[config.mk]
export PLATFORM = sky130hd
export DESIGN_NAME = round_transition_table_top
export DESIGN_NICKNAME = d
export VERILOG_FILES = /design/src/hw/rtl/rtt_pkg.sv /design/src/hw/rtl/rtt_table.sv /design/src/hw/rtl/round_transition_table_top.sv
export SDC_FILE = /design/constraint.sdc
export NUM_CORES = 2
export LEC_CHECK = 0
export BUFFER_PORTS_ARGS = -buffer_cell sky130_fd_sc_hd__buf_2
export CAP_MARGIN = 10
export CORE_MARGIN = 2
export CORE_UTILIZATION = 51
export DETAILED_ROUTE_END_ITERATION = 7
export GPL_ROUTABILITY_DRIVEN = 0
export PLACE_DENSITY = 0.67
export SLEW_MARGIN = 25
export SYNTH_ARGS = -nofsm -noshare
export SYNTH_HDL_FRONTEND = slang
export SYNTH_SLANG_ARGS = --single-unit
[constraint.sdc]
create_clock -name clk_i -period 21.1 [get_ports clk_i]
set_clock_uncertainty 0.15 [all_clocks]
set_input_delay 1.055 -clock clk_i [delete_from_list [all_inputs] [get_ports clk_i]]
set_output_delay 1.055 -clock clk_i [all_outputs]
set_load 0.02 [all_outputs]
[src/hw/rtl/rtt_pkg.sv]
// shared types, sizes and codes for the round transition table
package rtt_pkg;

  localparam int unsigned MaxEntries = 16;
  localparam int unsigned IdxW       = (MaxEntries > 1) ? $clog2(MaxEntries) : 1;
  localparam int unsigned CntW       = $clog2(MaxEntries + 1);
  localparam int unsigned HalfW      = 32;
  localparam int unsigned RoundW     = 2 * HalfW;
  localparam int unsigned StatusW    = 4;
  localparam int unsigned PendW      = 5;

  typedef logic [RoundW-1:0] round_t;

  typedef enum logic [1:0] {
    REQ_REGISTER = 2'd0,
    REQ_SNAPSHOT = 2'd1,
    REQ_CLEAR    = 2'd2
  } req_e;

  typedef enum logic [StatusW-1:0] {
    ST_REGISTERED   = 4'd0,
    ST_DUP_REGISTER = 4'd1,
    ST_INVALID      = 4'd2,
    ST_APPLIED      = 4'd3,
    ST_ALREADY_CUR  = 4'd4,
    ST_STALE        = 4'd5,
    ST_MISSING      = 4'd6,
    ST_DUP_SNAPSHOT = 4'd7,
    ST_CLEARED      = 4'd8
  } status_e;

  // update request from the control logic to the entry store
  typedef struct packed {
    logic            wr_en;
    logic [IdxW-1:0] wr_slot;
    round_t          wr_old;
    round_t          wr_next;
    logic            consume;
    logic            clear;
  } tbl_cmd_t;

  // lookup answer from the entry store
  typedef struct packed {
    logic                  hit;
    logic                  hit_consumed;
    round_t                hit_next;
    logic [MaxEntries-1:0] consumed;
  } tbl_rsp_t;

endpackage

[src/hw/rtl/rtt_table.sv]
// associative entry store: old round keys, next rounds, valid and consumed flags
module rtt_table (
  input  logic             clk_i,
  input  logic             rst_ni,
  input  rtt_pkg::round_t  key_i,
  input  rtt_pkg::tbl_cmd_t cmd_i,
  output rtt_pkg::tbl_rsp_t rsp_o
);

  rtt_pkg::round_t                old_q  [rtt_pkg::MaxEntries];
  rtt_pkg::round_t                next_q [rtt_pkg::MaxEntries];
  logic [rtt_pkg::MaxEntries-1:0] valid_q, valid_d;
  logic [rtt_pkg::MaxEntries-1:0] consumed_q, consumed_d;
  logic [rtt_pkg::MaxEntries-1:0] match;
  rtt_pkg::round_t                sel_next;

  // keys are unique among valid entries, so at most one match bit is set
  always_comb begin
    sel_next = '0;
    for (int unsigned i = 0; i < rtt_pkg::MaxEntries; i++) begin
      match[i] = valid_q[i] && (old_q[i] == key_i);
      sel_next = sel_next | (match[i] ? next_q[i] : '0);
    end
  end

  always_comb begin
    rsp_o.hit          = |match;
    rsp_o.hit_consumed = |(match & consumed_q);
    rsp_o.hit_next     = sel_next;
    rsp_o.consumed     = consumed_q;
  end

  always_comb begin
    valid_d    = valid_q;
    consumed_d = consumed_q;
    if (cmd_i.clear) begin
      valid_d    = '0;
      consumed_d = '0;
    end else begin
      if (cmd_i.consume) begin
        consumed_d = consumed_q | match;
      end
      if (cmd_i.wr_en) begin
        valid_d[cmd_i.wr_slot]    = 1'b1;
        consumed_d[cmd_i.wr_slot] = 1'b0;
      end
    end
  end

  always_ff @(posedge clk_i or negedge rst_ni) begin
    if (!rst_ni) begin
      valid_q    <= '0;
      consumed_q <= '0;
    end else begin
      valid_q    <= valid_d;
      consumed_q <= consumed_d;
    end
  end

  always_ff @(posedge clk_i) begin
    if (cmd_i.wr_en) begin
      old_q[cmd_i.wr_slot]  <= cmd_i.wr_old;
      next_q[cmd_i.wr_slot] <= cmd_i.wr_next;
    end
  end

endmodule

[src/hw/rtl/round_transition_table_top.sv]
// top level of the round transition table: input register, classification, result register
//
// every word is taken at a rising edge with start high and busy low; busy is never raised,
// so a word can be issued in every cycle. each word gives exactly one result, shown on the
// result ports for one cycle with done_o high: the word is held in the input register while
// the associative match over all sixteen entries and the classification feed the result
// register, which then takes the result. the receiver cannot hold results off, so
// results must be taken when done_o is high. table state is updated at the same edge that
// loads the result, so a word issued right behind another already sees its effect.
module round_transition_table_top (
  input  logic                         clk_i,
  input  logic                         rst_ni,
  input  logic                         start,
  output logic                         busy,
  input  logic [1:0]                   req_type_i,
  input  logic [rtt_pkg::HalfW-1:0]    old_session_i,
  input  logic [rtt_pkg::HalfW-1:0]    old_generation_i,
  input  logic [rtt_pkg::HalfW-1:0]    new_session_i,
  input  logic [rtt_pkg::HalfW-1:0]    new_generation_i,
  output logic                         done_o,
  output logic [rtt_pkg::StatusW-1:0]  status_o,
  output logic                         exact_match_o,
  output logic                         allow_old_dir_o,
  output logic                         should_apply_o,
  output logic [rtt_pkg::HalfW-1:0]    next_session_out_o,
  output logic [rtt_pkg::HalfW-1:0]    next_generation_out_o,
  output logic [rtt_pkg::PendW-1:0]    pending_count_o
);

  localparam int unsigned SumW = rtt_pkg::CntW + 1;

  // input register
  logic                  in_vld_q;
  logic [1:0]            req_q;
  rtt_pkg::round_t       old_r_q;
  rtt_pkg::round_t       new_r_q;

  // ring and target state
  logic [rtt_pkg::IdxW-1:0] oldest_q, oldest_d;
  logic [rtt_pkg::CntW-1:0] count_q, count_d;
  logic [rtt_pkg::CntW-1:0] pend_q, pend_d;
  logic                     has_tgt_q, has_tgt_d;
  rtt_pkg::round_t          tgt_q, tgt_d;

  // result register
  logic                         done_q;
  rtt_pkg::status_e             status_q, status_d;
  logic                         exact_q, exact_d;
  logic                         allow_q, allow_d;
  logic                         apply_q, apply_d;
  rtt_pkg::round_t              nxt_q, nxt_d;
  logic [rtt_pkg::PendW-1:0]    pend_out_q;

  rtt_pkg::tbl_cmd_t        cmd;
  rtt_pkg::tbl_rsp_t        rsp;

  logic                     old_ok, new_ok, full;
  logic [SumW-1:0]          slot_sum;
  logic [rtt_pkg::IdxW-1:0] free_slot, wr_slot;

  assign busy = 1'b0;

  always_ff @(posedge clk_i or negedge rst_ni) begin
    if (!rst_ni) begin
      in_vld_q <= 1'b0;
    end else begin
      in_vld_q <= start && !busy;
    end
  end

  always_ff @(posedge clk_i) begin
    if (start && !busy) begin
      req_q   <= req_type_i;
      old_r_q <= {old_session_i, old_generation_i};
      new_r_q <= {new_session_i, new_generation_i};
    end
  end

  rtt_table u_table (
    .clk_i  (clk_i),
    .rst_ni (rst_ni),
    .key_i  (old_r_q),
    .cmd_i  (cmd),
    .rsp_o  (rsp)
  );

  // a round is valid when both halves are nonzero
  assign old_ok = (|old_r_q[rtt_pkg::RoundW-1:rtt_pkg::HalfW]) && (|old_r_q[rtt_pkg::HalfW-1:0]);
  assign new_ok = (|new_r_q[rtt_pkg::RoundW-1:rtt_pkg::HalfW]) && (|new_r_q[rtt_pkg::HalfW-1:0]);
  assign full   = (count_q == rtt_pkg::CntW'(rtt_pkg::MaxEntries));

  // next free slot: oldest plus count, wrapped once around the ring
  assign slot_sum  = SumW'(oldest_q) + SumW'(count_q);
  assign free_slot = (slot_sum >= SumW'(rtt_pkg::MaxEntries))
                   ? rtt_pkg::IdxW'(slot_sum - SumW'(rtt_pkg::MaxEntries))
                   : rtt_pkg::IdxW'(slot_sum);
  assign wr_slot   = full ? oldest_q : free_slot;

  always_comb begin
    cmd         = '0;
    cmd.wr_slot = wr_slot;
    cmd.wr_old  = old_r_q;
    cmd.wr_next = new_r_q;

    oldest_d  = oldest_q;
    count_d   = count_q;
    pend_d    = pend_q;
    has_tgt_d = has_tgt_q;
    tgt_d     = tgt_q;

    status_d = rtt_pkg::ST_INVALID;
    exact_d  = 1'b0;
    allow_d  = 1'b0;
    apply_d  = 1'b0;
    nxt_d    = '0;

    if (in_vld_q) begin
      case (req_q)
        rtt_pkg::REQ_REGISTER: begin
          if (!old_ok || !new_ok || !(old_r_q < new_r_q)) begin
            status_d = rtt_pkg::ST_INVALID;
          end else if (rsp.hit) begin
            status_d = rtt_pkg::ST_DUP_REGISTER;
          end else begin
            status_d  = rtt_pkg::ST_REGISTERED;
            cmd.wr_en = 1'b1;
            if (full) begin
              // evict the oldest entry; pending only grows if it was already consumed
              oldest_d = (oldest_q == rtt_pkg::IdxW'(rtt_pkg::MaxEntries - 1))
                       ? '0 : oldest_q + 1'b1;
              if (rsp.consumed[oldest_q]) begin
                pend_d = pend_q + 1'b1;
              end
            end else begin
              count_d = count_q + 1'b1;
              pend_d  = pend_q + 1'b1;
            end
          end
        end
        rtt_pkg::REQ_SNAPSHOT: begin
          if (!old_ok) begin
            status_d = rtt_pkg::ST_INVALID;
          end else if (rsp.hit) begin
            exact_d = 1'b1;
            nxt_d   = rsp.hit_next;
            if (rsp.hit_consumed) begin
              status_d = rtt_pkg::ST_DUP_SNAPSHOT;
            end else begin
              cmd.consume = 1'b1;
              allow_d     = 1'b1;
              pend_d      = pend_q - 1'b1;
              if (!has_tgt_q || (tgt_q < rsp.hit_next)) begin
                status_d  = rtt_pkg::ST_APPLIED;
                apply_d   = 1'b1;
                has_tgt_d = 1'b1;
                tgt_d     = rsp.hit_next;
              end else if (tgt_q == rsp.hit_next) begin
                status_d = rtt_pkg::ST_ALREADY_CUR;
              end else begin
                status_d = rtt_pkg::ST_STALE;
              end
            end
          end else if (!has_tgt_q) begin
            status_d = rtt_pkg::ST_MISSING;
          end else if (old_r_q < tgt_q) begin
            status_d = rtt_pkg::ST_STALE;
          end else if (old_r_q == tgt_q) begin
            status_d = rtt_pkg::ST_ALREADY_CUR;
          end else begin
            status_d = rtt_pkg::ST_MISSING;
          end
        end
        rtt_pkg::REQ_CLEAR: begin
          status_d  = rtt_pkg::ST_CLEARED;
          cmd.clear = 1'b1;
          oldest_d  = '0;
          count_d   = '0;
          pend_d    = '0;
          has_tgt_d = 1'b0;
          tgt_d     = '0;
        end
        default: begin
          // unknown request: reported invalid, nothing changes
          status_d = rtt_pkg::ST_INVALID;
        end
      endcase
    end
  end

  always_ff @(posedge clk_i or negedge rst_ni) begin
    if (!rst_ni) begin
      oldest_q  <= '0;
      count_q   <= '0;
      pend_q    <= '0;
      has_tgt_q <= 1'b0;
      tgt_q     <= '0;
      done_q    <= 1'b0;
    end else begin
      oldest_q  <= oldest_d;
      count_q   <= count_d;
      pend_q    <= pend_d;
      has_tgt_q <= has_tgt_d;
      tgt_q     <= tgt_d;
      done_q    <= in_vld_q;
    end
  end

  // result payload
  always_ff @(posedge clk_i) begin
    if (in_vld_q) begin
      status_q   <= status_d;
      exact_q    <= exact_d;
      allow_q    <= allow_d;
      apply_q    <= apply_d;
      nxt_q      <= nxt_d;
      pend_out_q <= rtt_pkg::PendW'(pend_d);
    end
  end

  assign done_o                = done_q;
  assign status_o              = status_q;
  assign exact_match_o         = exact_q;
  assign allow_old_dir_o       = allow_q;
  assign should_apply_o        = apply_q;
  assign next_session_out_o    = nxt_q[rtt_pkg::RoundW-1:rtt_pkg::HalfW];
  assign next_generation_out_o = nxt_q[rtt_pkg::HalfW-1:0];
  assign pending_count_o       = pend_out_q;

  // every word in the input register yields exactly one result strobe next cycle
  a_one_result: assert property (@(posedge clk_i) disable iff (!rst_ni)
    in_vld_q |=> done_q)
    else $error("word in flight produced no result");

  a_no_phantom: assert property (@(posedge clk_i) disable iff (!rst_ni)
    !in_vld_q |=> !done_q)
    else $error("result strobe without a word");

  // pending entries are a subset of stored entries, which never exceed the table size
  a_pend_bound: assert property (@(posedge clk_i) disable iff (!rst_ni)
    (pend_q <= count_q) && (count_q <= rtt_pkg::CntW'(rtt_pkg::MaxEntries)))
    else $error("pending or entry count out of range");

  // an applied result leaves a target equal to the reported next round
  a_apply_target: assert property (@(posedge clk_i) disable iff (!rst_ni)
    (done_q && apply_q) |-> (has_tgt_q && (tgt_q == nxt_q)))
    else $error("applied round does not match target");

endmodule
==> results.json <==
{
  "status": "completed",
  "synth.area.top_cells": "edfxtp_1, xnor2_1, dfrtp_1",
  "syn_inst": 6471,
  "maxSlewViolCount": 0,
  "syn-num-nets": 6804,
  "clkSinkCount": 2367,
  "drt_iter0_drc": 10600,
  "wl_per_cell_um": 34.5,
  "worstPathArrival_ns": 9.60,
  "ant_nets": 0,
  "hold_violations": 0,
  "ys_warn_count": 0,
  "holdPathStages": 1,
  "setup_tns_ns": 0,
  "ctsRootBufferMaster": "clkbuf_16",
  "row_count": 161,
  "p_sw_frac": 0.237,
  "yosys.area.top_type": "edfxtp_1",
  "reg2regPathDepth": 23,
  "final_util": 0.580,
  "worstMarginPinSlew_ns": 1.22,
  "path_cells": "buf_4 -> buf_4 -> xor2_1 -> nor4_1 -> nand4_1 -> or4_4 -> nor3_2 -> buf_4 -> buf_4 -> a22oi_1 -> nand4_1 -> nor2_1 -> ha_1 -> nand4_1 -> nor2_1 -> nand3_1 -> or3_1 -> or4_1 -> a31oi_1 -> o31a_1 -> or4b_2 -> and2_4 -> a22o_1",
  "p_leak_nw": 36.7,
  "power_frac_seq": 0.516,
  "synth_edf_count": 2254,
  "p_sw_mw": 2.44,
  "async_flop_share": 0.0477,
  "rrSetupSlack_ns": 12.18,
  "setup_ws_ns": 12.18,
  "area.growth.synth_to_final_pct": 13.1,
  "powerDensity_nw_per_um2": 92.3,
  "ys.flop_type": "edfxtp_1",
  "crit_fanout": 48,
  "yosysMostFrequentCell": "edfxtp_1",
  "post-route-period-util": 0.423,
  "start_kind": "register",
  "cts-buffers-inserted": 232,
  "required_ns": 21.78,
  "synthTopCellsByCount": "edfxtp_1, xnor2_1, nand4_1",
  "critPathMaxStageDelay_ns": 0.82,
  "dieHeight_um": 444,
  "vias_per_cell": 6.66,
  "die_area_um2": 197000,
  "hold_class": "in -> reg",
  "path_class": "reg -> reg",
  "core_area_um2": 193000,
  "cts_tree": "done",
  "synth_area_um2": 98800,
  "vias": 63900,
  "critPathSlowestCell": "nor4_1",
  "worst_path_most_repeated_cell": "buf_4",
  "max_slew_margin": 0.186,
  "clkTransAtPathRegs_ns": 0.06,
  "grt_overflow": 0,
  "maxCapViolations": 0,
  "drc": 0,
  "route.final.wire_length_um": 331000,
  "port_buffers": 209,
  "synth_top_area_frac": 0.685,
  "p_int_mw": 7.87,
  "peakVddDrop_mv": 0.0850,
  "start_util": 0.513,
  "dr.pass1.iters": 8,
  "antenna_found_initial": 14,
  "pre_cts_slack_ns": 12.51,
  "dieWidth_um": 444,
  "cts_setup_buffers": 0,
  "drive_gt1_frac": 0.119,
  "placed_cell_area_um2": 104000,
  "nNetsFinal": 7185,
  "synthDistinctLibCells": 80,
  "finalSetupViolations": 0,
  "htreeDepth": 4,
  "clockBufferDepth": 3,
  "clkPwrFrac": 0.414,
  "clk_latency_ns": 0.92,
  "fmax_mhz": 112,
  "fillers": 14600,
  "fin_crit_ns": 8.92,
  "grt_pass1_vias": 61700,
  "cp-end-kind": "register",
  "hpwl_um": 198000,
  "rsz0062_at_grt": "false",
  "grt_first_pass_wirelength_um": 461000,
  "ys_seq_area_frac": 0.714,
  "synth_seq_cells": 2367,
  "p_comb_frac": 0.070,
  "finalInstanceArea_um2": 112000,
  "boundaryPins": 211,
  "grt_use_total": 0.330,
  "syn_area_per_cell_um2": 15.3,
  "grt_max_degree": 131
}
## metal layers
| layer | GRT usage | wire [um] | up-vias |
|---|---|---|---|
| met4 | 0.195 | 22600 | 2 |
| met2 | 0.512 | 150000 | 4682 |
| met3 | 0.0686 | 36600 | 986 |
| li1 | - | - | 26100 |
| met1 | 0.433 | 121000 | 32100 |
| met5 | 0 | 16 | - |
## per-stage QoR
step	hold WS, ns	std cells	power, mW
after global placement	0.338	9141	6.11
after floorplan	0.314	6471	5.78
after detailed placement	0.340	9141	6.12
after global routing	0.132	9587	10.6
final	0.162	9594	10.3
after CTS	0.120	9582	10.3
## worst max-delay path, delay by kind of cell (launching register included)
| family | cells | cell delay [ns] |
|---|---|---|
| AOI/OAI and AO/OA | 4 | 1.04 |
| xor gates and xnor gates | 1 | 0.13 |
| DFF | 1 | 0.32 |
| adders and majority gates | 1 | 0.31 |
| and+or+nand+nor | 13 | 4.75 |
| buffers and inverters | 4 | 2.06 |
## sequential cells by signal, indices dropped and copies added (netlist names), 2 cells and up
signal / flops
u_table.old_q: 1024
u_table.next_q: 1024
new_r_q: 64
u_table.consumed_q: 16
pend_q: 5
u_table.valid_q: 16
tgt_q: 64
oldest_q: 4
pending_count_o: 5
req_q: 2
count_q: 5
nxt_q: 64
status_o: 4
old_r_q: 64
## power by group through the flow
| stage | registers, mW | logic [mW] | clock network [mW] |
|---|---|---|---|
| after floorplan | 5.45 | 0.331 | 0 |
| after global placement | 5.42 | 0.689 | 0 |
| after detailed placement | 5.42 | 0.700 | 0 |
| after CTS | 5.32 | 0.703 | 4.29 |
| after global routing | 5.33 | 0.749 | 4.47 |
| final | 5.32 | 0.720 | 4.27 |
## worst paths after layout
path,end,startpoint
max reg2reg,tgt_q[12],old_r_q[34]
min in group asynchronous,pend_q[0],rst_ni
min,new_r_q[52],new_session_i[20]
max,tgt_q[12],old_r_q[34]
min reg2reg,u_table.valid_q[5],u_table.valid_q[5]
max in group asynchronous,tgt_q[15],rst_ni
## placed cells by master, fill, tap and decap left out, drive strengths merged, types with 30 or more instances in the layout
master / netlist / routed
edfxtp: 2254 / 2254
xnor2: 501 / 501
buf: 164 / 425
nand4: 371 / 371
nand2b: 313 / 313
inv: 269 / 280
xor2: 272 / 272
clkbuf: 115 / 272
a22oi: 240 / 240
nor4: 210 / 210
ha: 199 / 199
nand2: 163 / 163
nand3: 160 / 160
nor2: 154 / 154
clkinv: 1 / 118
dfrtp: 113 / 113
nor3: 105 / 105
a22o: 87 / 87
a221oi: 82 / 82
a222oi: 73 / 73
nor2b: 65 / 65
a21oi: 63 / 63
o2111ai: 55 / 55
o21ai: 49 / 49
o2bb2ai: 43 / 43
a21o: 40 / 40
bufinv: 0 / 30
## layout make-up
class | count | area [um2] | share of cell area
well taps | 2526 | 3160 | 0.0283
flip-flops and latches | 2367 | 70500 | 0.631
multi-input cells | 3555 | 26300 | 0.235
inverters | 270 | 1010 | 0.00907
repair buffers | 426 | 2950 | 0.0264
diodes | 10 | 25.0 | 0.000224
clock buffers | 272 | 6040 | 0.0540
clock inverters | 168 | 1800 | 0.0161
## cells by family after synthesis
group | Yosys count | share of synthesized area
AOI/OAI and AO/OA | 900 | 0.0717
xor gates and xnor gates | 773 | 0.0685
adders and majority gates | 200 | 0.0254
buffers and inverters | 549 | 0.0230
DFF | 2367 | 0.714
muxes | 7 | 0.00135
other | 1 | 0.0000379
and+or+nand+nor | 1674 | 0.0965
## what timing repair did
action | CTS | global route
hold endpoints to repair | 9 | 0
hold buffers | 1 | 0
gates resized for setup | 0 | 0
(Power assumes the default switching activity.)
